[src/design/utf8d_pkg.sv]
// Shared types for the UTF-8 byte stream decoder.
// Item and result layouts, result kinds and lead byte constants; no dependencies.
package utf8d_pkg;

  typedef enum logic [1:0] {
    KIND_CODE     = 2'd0,
    KIND_END      = 2'd1,
    KIND_NOTUTF8  = 2'd2,
    KIND_UPSTREAM = 2'd3
  } kind_t;

  typedef struct packed {
    logic       upstream_fault;
    logic       stream_ended;
    logic [7:0] data_byte;
  } item_t;

  typedef struct packed {
    kind_t       result_kind;
    logic [30:0] code_point;
  } res_t;

  localparam logic [7:0] ASCII_MAX  = 8'h7F;
  localparam logic [7:0] CONT_MASK  = 8'hC0;
  localparam logic [7:0] CONT_TAG   = 8'h80;
  localparam logic [7:0] PAY_MASK6  = 8'h3F;
  localparam logic [7:0] LEAD2_MASK = 8'h1F;
  localparam logic [7:0] LEAD3_MASK = 8'h0F;
  localparam logic [7:0] LEAD4_MASK = 8'h07;
  localparam logic [7:0] LEAD5_MASK = 8'h03;
  localparam logic [7:0] LEAD6_MASK = 8'h01;

endpackage

[src/design/utf8_byte_stream_decoder_unit.sv]
// Top level of the UTF-8 byte stream decoder: input skid, decode step, result register.
// Depends on utf8d_pkg, utf8d_skid and utf8d_core.
//
// Decodes legacy UTF-8 (one to six byte sequences) one byte per beat and gives one
// result beat when a sequence completes, on a clean end, or on an error; a decode or
// upstream error is sticky until reset. Throughput is one byte per cycle while the
// receiver takes results; a stalled result holds the input back. Each input beat
// waits in the item register, then the single decode step writes the result register.
module utf8_byte_stream_decoder_unit import utf8d_pkg::*; (
  input  logic        clk,
  input  logic        rst_n,
  input  logic        in_tvalid,
  output logic        in_tready,
  input  logic [7:0]  in_tdata,   // [7:0] data_byte
  input  logic [1:0]  in_tuser,   // [0] stream_ended, [1] upstream_fault
  output logic        out_tvalid,
  input  logic        out_tready,
  output logic [31:0] out_tdata,  // [30:0] code_point, [31] zero
  output logic [1:0]  out_tuser   // [1:0] result_kind
);

  item_t in_item;
  item_t main_item;
  logic  main_valid;
  logic  skid_full;
  logic  pop;
  logic  out_free;
  logic  has_res;
  res_t  res;
  kind_t err_status;

  logic  out_valid_r, out_valid_nxt;
  res_t  out_r, out_nxt;

  assign in_item.data_byte      = in_tdata;
  assign in_item.stream_ended   = in_tuser[0];
  assign in_item.upstream_fault = in_tuser[1];

  assign out_free = !out_valid_r || out_tready;
  assign pop      = main_valid && out_free;

  utf8d_skid u_skid (
    .clk        (clk),
    .rst_n      (rst_n),
    .in_valid   (in_tvalid),
    .in_ready   (in_tready),
    .in_item    (in_item),
    .pop        (pop),
    .main_valid (main_valid),
    .main_item  (main_item),
    .skid_full  (skid_full)
  );

  utf8d_core u_core (
    .clk        (clk),
    .rst_n      (rst_n),
    .step       (pop),
    .item       (main_item),
    .has_res    (has_res),
    .res        (res),
    .err_status (err_status)
  );

  always_comb begin
    out_valid_nxt = out_valid_r;
    out_nxt       = out_r;
    if (pop) begin
      out_valid_nxt = has_res;
      out_nxt       = res;
    end else if (out_tready) begin
      out_valid_nxt = 1'b0;
    end
  end

  always_ff @(posedge clk) begin
    if (!rst_n) begin
      out_valid_r <= 1'b0;
    end else begin
      out_valid_r <= out_valid_nxt;
    end
    out_r <= out_nxt;
  end

  assign out_tvalid = out_valid_r;
  assign out_tdata  = {1'b0, out_r.code_point};
  assign out_tuser  = out_r.result_kind;

`ifndef SYNTHESIS
  a_err_sticky: assert property (@(posedge clk) disable iff (!rst_n)
    (err_status != KIND_CODE) |=> $stable(err_status))
    else $error("sticky error changed");

  a_skid_needs_stall: assert property (@(posedge clk) disable iff (!rst_n)
    skid_full |-> (out_valid_r && main_valid))
    else $error("skid entry held without a stalled result");

  a_err_result_zero: assert property (@(posedge clk) disable iff (!rst_n)
    (out_valid_r && out_r.result_kind != KIND_CODE) |-> (out_r.code_point == '0))
    else $error("non-code result carries a code point");

  a_err_gives_err: assert property (@(posedge clk) disable iff (!rst_n)
    (pop && err_status != KIND_CODE) |=> (out_valid_r && out_r.result_kind == $past(err_status)))
    else $error("latched error did not produce an error result");
`endif

endmodule

[src/design/utf8d_skid.sv]
// Input item register with a skid entry, so input ready comes from a flop.
// Depends on utf8d_pkg for the item layout.
module utf8d_skid import utf8d_pkg::*; (
  input  logic  clk,
  input  logic  rst_n,
  input  logic  in_valid,
  output logic  in_ready,
  input  item_t in_item,
  input  logic  pop,
  output logic  main_valid,
  output item_t main_item,
  output logic  skid_full
);

  logic  main_valid_r, main_valid_nxt;
  logic  skid_valid_r, skid_valid_nxt;
  item_t main_r, main_nxt;
  item_t skid_r, skid_nxt;
  logic  accept;

  assign in_ready   = !skid_valid_r;
  assign accept     = in_valid && in_ready;
  assign main_valid = main_valid_r;
  assign main_item  = main_r;
  assign skid_full  = skid_valid_r;

  always_comb begin
    main_valid_nxt = main_valid_r;
    skid_valid_nxt = skid_valid_r;
    main_nxt       = main_r;
    skid_nxt       = skid_r;
    if (!main_valid_r || pop) begin
      if (skid_valid_r) begin
        main_nxt       = skid_r;
        main_valid_nxt = 1'b1;
        skid_valid_nxt = 1'b0;
      end else begin
        main_nxt       = in_item;
        main_valid_nxt = accept;
      end
    end else if (accept) begin
      skid_nxt       = in_item;
      skid_valid_nxt = 1'b1;
    end
  end

  always_ff @(posedge clk) begin
    if (!rst_n) begin
      main_valid_r <= 1'b0;
      skid_valid_r <= 1'b0;
    end else begin
      main_valid_r <= main_valid_nxt;
      skid_valid_r <= skid_valid_nxt;
    end
    main_r <= main_nxt;
    skid_r <= skid_nxt;
  end

endmodule

[src/design/utf8d_core.sv]
// Decoder state (sticky error, bytes left, partial value) and the per-byte step.
// Depends on utf8d_pkg for item, result and kind types.
module utf8d_core import utf8d_pkg::*; (
  input  logic  clk,
  input  logic  rst_n,
  input  logic  step,
  input  item_t item,
  output logic  has_res,
  output res_t  res,
  output kind_t err_status
);

  kind_t       err_r, err_nxt;
  logic [2:0]  rem_r, rem_nxt;
  logic [30:0] part_r, part_nxt;
  logic [7:0]  b;
  logic [30:0] shifted;

  assign b          = item.data_byte;
  assign shifted    = {part_r[24:0], b[5:0]};
  assign err_status = err_r;

  always_comb begin
    err_nxt         = err_r;
    rem_nxt         = rem_r;
    part_nxt        = part_r;
    has_res         = 1'b0;
    res.code_point  = '0;
    res.result_kind = KIND_CODE;
    if (err_r != KIND_CODE) begin
      has_res         = 1'b1;
      res.result_kind = err_r;
    end else if (rem_r != 3'd0) begin
      if (item.stream_ended || ((b & CONT_MASK) != CONT_TAG)) begin
        has_res         = 1'b1;
        res.result_kind = KIND_NOTUTF8;
        err_nxt         = KIND_NOTUTF8;
        rem_nxt         = 3'd0;
        part_nxt        = '0;
      end else begin
        rem_nxt = rem_r - 3'd1;
        if (rem_r == 3'd1) begin
          has_res        = 1'b1;
          res.code_point = shifted;
          part_nxt       = '0;
        end else begin
          part_nxt = shifted;
        end
      end
    end else if (item.stream_ended) begin
      has_res = 1'b1;
      if (item.upstream_fault) begin
        res.result_kind = KIND_UPSTREAM;
        err_nxt         = KIND_UPSTREAM;
      end else begin
        res.result_kind = KIND_END;
      end
    end else if (b <= ASCII_MAX) begin
      has_res        = 1'b1;
      res.code_point = {23'd0, b};
    end else if (b[7:5] == 3'b110) begin
      part_nxt = {23'd0, b & LEAD2_MASK};
      rem_nxt  = 3'd1;
    end else if (b[7:4] == 4'b1110) begin
      part_nxt = {23'd0, b & LEAD3_MASK};
      rem_nxt  = 3'd2;
    end else if (b[7:3] == 5'b11110) begin
      part_nxt = {23'd0, b & LEAD4_MASK};
      rem_nxt  = 3'd3;
    end else if (b[7:2] == 6'b111110) begin
      part_nxt = {23'd0, b & LEAD5_MASK};
      rem_nxt  = 3'd4;
    end else if (b[7:1] == 7'b1111110) begin
      part_nxt = {23'd0, b & LEAD6_MASK};
      rem_nxt  = 3'd5;
    end else begin
      has_res         = 1'b1;
      res.result_kind = KIND_NOTUTF8;
      err_nxt         = KIND_NOTUTF8;
      part_nxt        = '0;
    end
  end

  always_ff @(posedge clk) begin
    if (!rst_n) begin
      err_r  <= KIND_CODE;
      rem_r  <= 3'd0;
      part_r <= '0;
    end else if (step) begin
      err_r  <= err_nxt;
      rem_r  <= rem_nxt;
      part_r <= part_nxt;
    end
  end

endmodule

[config.mk]
export PLATFORM = sky130hd
export DESIGN_NAME = utf8_byte_stream_decoder_unit
export DESIGN_NICKNAME = d
export VERILOG_FILES = /design/src/design/utf8d_pkg.sv /design/src/design/utf8_byte_stream_decoder_unit.sv /design/src/design/utf8d_skid.sv /design/src/design/utf8d_core.sv
export SDC_FILE = /design/constraint.sdc
export NUM_CORES = 1
export LEC_CHECK = 0
export BUFFER_PORTS_ARGS = -buffer_cell sky130_fd_sc_hd__buf_2
export CELL_PAD_IN_SITES_DETAIL_PLACEMENT = 1
export CELL_PAD_IN_SITES_GLOBAL_PLACEMENT = 1
export CORE_ASPECT_RATIO = 1.5
export CORE_MARGIN = 3
export CORE_UTILIZATION = 35
export CTS_CLUSTER_SIZE = 10
export DETAILED_ROUTE_END_ITERATION = 12
export PLACE_DENSITY_LB_ADDON = 0.1
export SETUP_SLACK_MARGIN = 0.2
export SLEW_MARGIN = 20
export SYNTH_ARGS = -nofsm -noshare
export SYNTH_HDL_FRONTEND = slang
export SYNTH_SLANG_ARGS = --single-unit
[constraint.sdc]
create_clock -name clk -period 3.1 [get_ports clk]
set_input_delay 0.62 -clock clk [delete_from_list [all_inputs] [get_ports clk]]
set_output_delay 0.62 -clock clk [all_outputs]
set_load 0.01 [all_outputs]
==> results.md <==
- Status: finished clean
- Core ar.: 9800 um^2
- Fill cells: 1092
- Die area: 11400 um^2
- Port bufs: 48
- Total nets after synthesis: 314
- Most numerous cell in the Yosys netlist: edfxtp_1
- Synth Flop Type: edfxtp_1
- Number of synthesized flops with an enable pin: 53
- Post-CTS sizing: 0
- CP Data Required Time: 3330 ps
- Die width: 88.2 um
- DR vias: 2385
- Post-CTS Setup Bufs: 0
- Utilization after layout: 0.425
- Hpwl dp: 5.27 mm
- Hold WC Path Type: register to register
- GR peak layer: met2
- Avg Cell Area, Syn: 11.9 um^2
- Final min period: 2250 ps
- Synth Register Bits: 86
- Library cells used by synthesis: 48
- Async set-reset flop share out of synthesis: 0
- Pwr Density: 577 nW/um^2
- Max Cap Violations: 0
- Io pins: 50
- RSZ-0062 raised after global routing: no
- WS Path Type: register to register
- Met2 usage: 0.262
- Final period util: 0.725
- CP Launch Type: register
- Antenna viol nets, final: 0
- Final setup viols: 0
- # hold bufs at CTS: 0
- P_leak: 1.52 nW
- Initial antenna violation count: 0
- CP Data Arrival Time: 2480 ps
- Htree depth: 3
- Num CTS Buffers: 9
- Top cells by count, synth: 53 x edfxtp_1, 33 x dfxtp_1, 32 x nand2_1
- Skew-Pair Late Insertion Delay: 340 ps
- Max-slew violation count: 0
- Least-Margin Pin Slew: 765 ps
- Root Buffer: clkbuf_16
- Final setup TNS: 0 ps
- Area growth, synth to finish: 17.6%
- N_diodes: 0
- First-pass GRT wire length: 12.5 mm
- Hold Vio Cnt, Final: 0
- Gr usage total: 0.145
- Max Buffers Root-to-Sink: 2
- CP max FO: 8
- Slew Limit Headroom: 0.488
- Worst vdd ir: 0.268 mV
- # DRC: 0
- Largest net degree at the start of global routing: 31
- Vias in the first global route: 2457
- Area contributors post-synth: edfxtp_1 45%, dfxtp_1 19%, and2_1 5.5%, a21oi_1 4.2%, nand2_1 3.4%
- Die height: 129 um
- Gate Count Post-Synth: 297
- Grt ovf: 0
- Clock Pin Slew Worst Setup and Hold Paths: 60 ps
- Worst Clk Skew: 5.27 ps
- Number of DRC markers in iteration 0: 90
- Total clock sinks: 86
- Vias per cell: 5.11
- Yosys top cell area share: 0.449
- Leading area contributor after synthesis: edfxtp_1
- Number of placement rows: 44
- Fmax: 0.445 GHz
- Kind of end point of the critical path: register
- Starting density of the core: 0.362
- Yosys warnings: 0
- Routed WL: 7.57 mm
- CTS tree: built
- Global placement routability congestion: 0.777
- Per-cell routed wire length: 16.2 um
- Mapped cell area: 3540 um^2
- Sequential area share after synthesis: 0.636
- Met1 usage: 0.158
- Share of cells above drive strength 1: 0.239
- Drt pass-1 iters: 4
- Fin nets: 364
- Grt met3 use: 0.0305
## flip-flops by register name, indices dropped and copies added (netlist names)
register           flops
u_skid.skid_r         10
out_tvalid             1
out_tuser              2
u_skid.skid_full       1
u_skid.main_valid      1
out_tdata             31
u_core.rem_r           3
u_core.err_status      2
u_skid.main_item      10
u_core.part_r         25
## layer usage
layer | part of all wire | vias to the layer above
met2 | 0.54 | 46
met1 | 0.41 | 1154
li1 | - | 1175
met4 | 0.020 | 0
met5 | 0 | -
met3 | 0.036 | 10
## layout by cell type (no fill, tap or decap), types with 4 or more instances in the layout
| cell | instances |
|---|---|
| buf_2 | 48 |
| mux2_2 | 10 |
| nand2_1 | 32 |
| and2_1 | 31 |
| edfxtp_1 | 53 |
| clkbuf_16 | 10 |
| buf_4 | 7 |
| dfxtp_1 | 33 |
| a21oi_1 | 30 |
| nor2_1 | 9 |
| nand3_1 | 22 |
| nor2b_1 | 5 |
| inv_1 | 4 |
## worst max-delay path, cell delays in order (launching register included)
cell,delay [ps]
dfxtp_1,320
inv_1,110
ha_1,350
nor2b_1,570
o211ai_1,410
a21o_1,260
o211a_1,110
## worst paths after layout
| check | from | to | slack [ps] | cells after the start |
|---|---|---|---|---|
| max reg2reg | u_core.rem_r[0]$_SDFFE_PN0P_ | u_core.rem_r[1]$_SDFFE_PN0P_ | 850 | 6 |
| min reg2reg | u_core.part_r[23]$_SDFFE_PN0P_ | u_core.part_r[23]$_SDFFE_PN0P_ | 450 | 2 |
| min | u_core.part_r[23]$_SDFFE_PN0P_ | u_core.part_r[23]$_SDFFE_PN0P_ | 450 | 2 |
| max | u_core.rem_r[0]$_SDFFE_PN0P_ | u_core.rem_r[1]$_SDFFE_PN0P_ | 850 | 6 |
## cell type report
| cell class | count | area [um^2] | share of cell area |
|---|---|---|---|
| clock inverter | 3 | 17.5 | 0.00420 |
| clock buffer | 13 | 262 | 0.0627 |
| sequential | 86 | 2250 | 0.540 |
| tap | 115 | 144 | 0.0345 |
| timing repair buffer | 55 | 293 | 0.0702 |
| multi-input combinational | 191 | 1180 | 0.284 |
| inverter | 4 | 15.0 | 0.00360 |
## report_power, final
part	leakage [nW]	internal (mW)	switching, mW
Sequential	0.781	1.25	0.0200
Combinational	0.603	0.0516	0.0867
Clock	0.135	0.589	0.412
## cell families (layout without fill, tap and decap cells)
kind of cell / after synthesis / count (layout) / synth area share
simple gates: 119 / 119 / 0.182
mux: 10 / 10 / 0.0318
compound gates: 58 / 58 / 0.107
buf+inv: 20 / 75 / 0.0318
other cells: 1 / 1 / 0.00106
flops: 86 / 86 / 0.636
fa+ha+maj: 3 / 3 / 0.0106
## per-stage QoR
step	power, mW	hold slack [ps]	cell area, um^2	setup slack [ps]	std cells
after floorplan	1.37	427	3540	764	297
after global placement	1.43	440	3880	679	451
after detailed placement	1.43	443	3890	825	451
after CTS	2.44	451	4170	806	467
after global routing	2.51	465	4170	644	467
final	2.40	447	4170	854	467
Power figures use the tool's default switching activity.
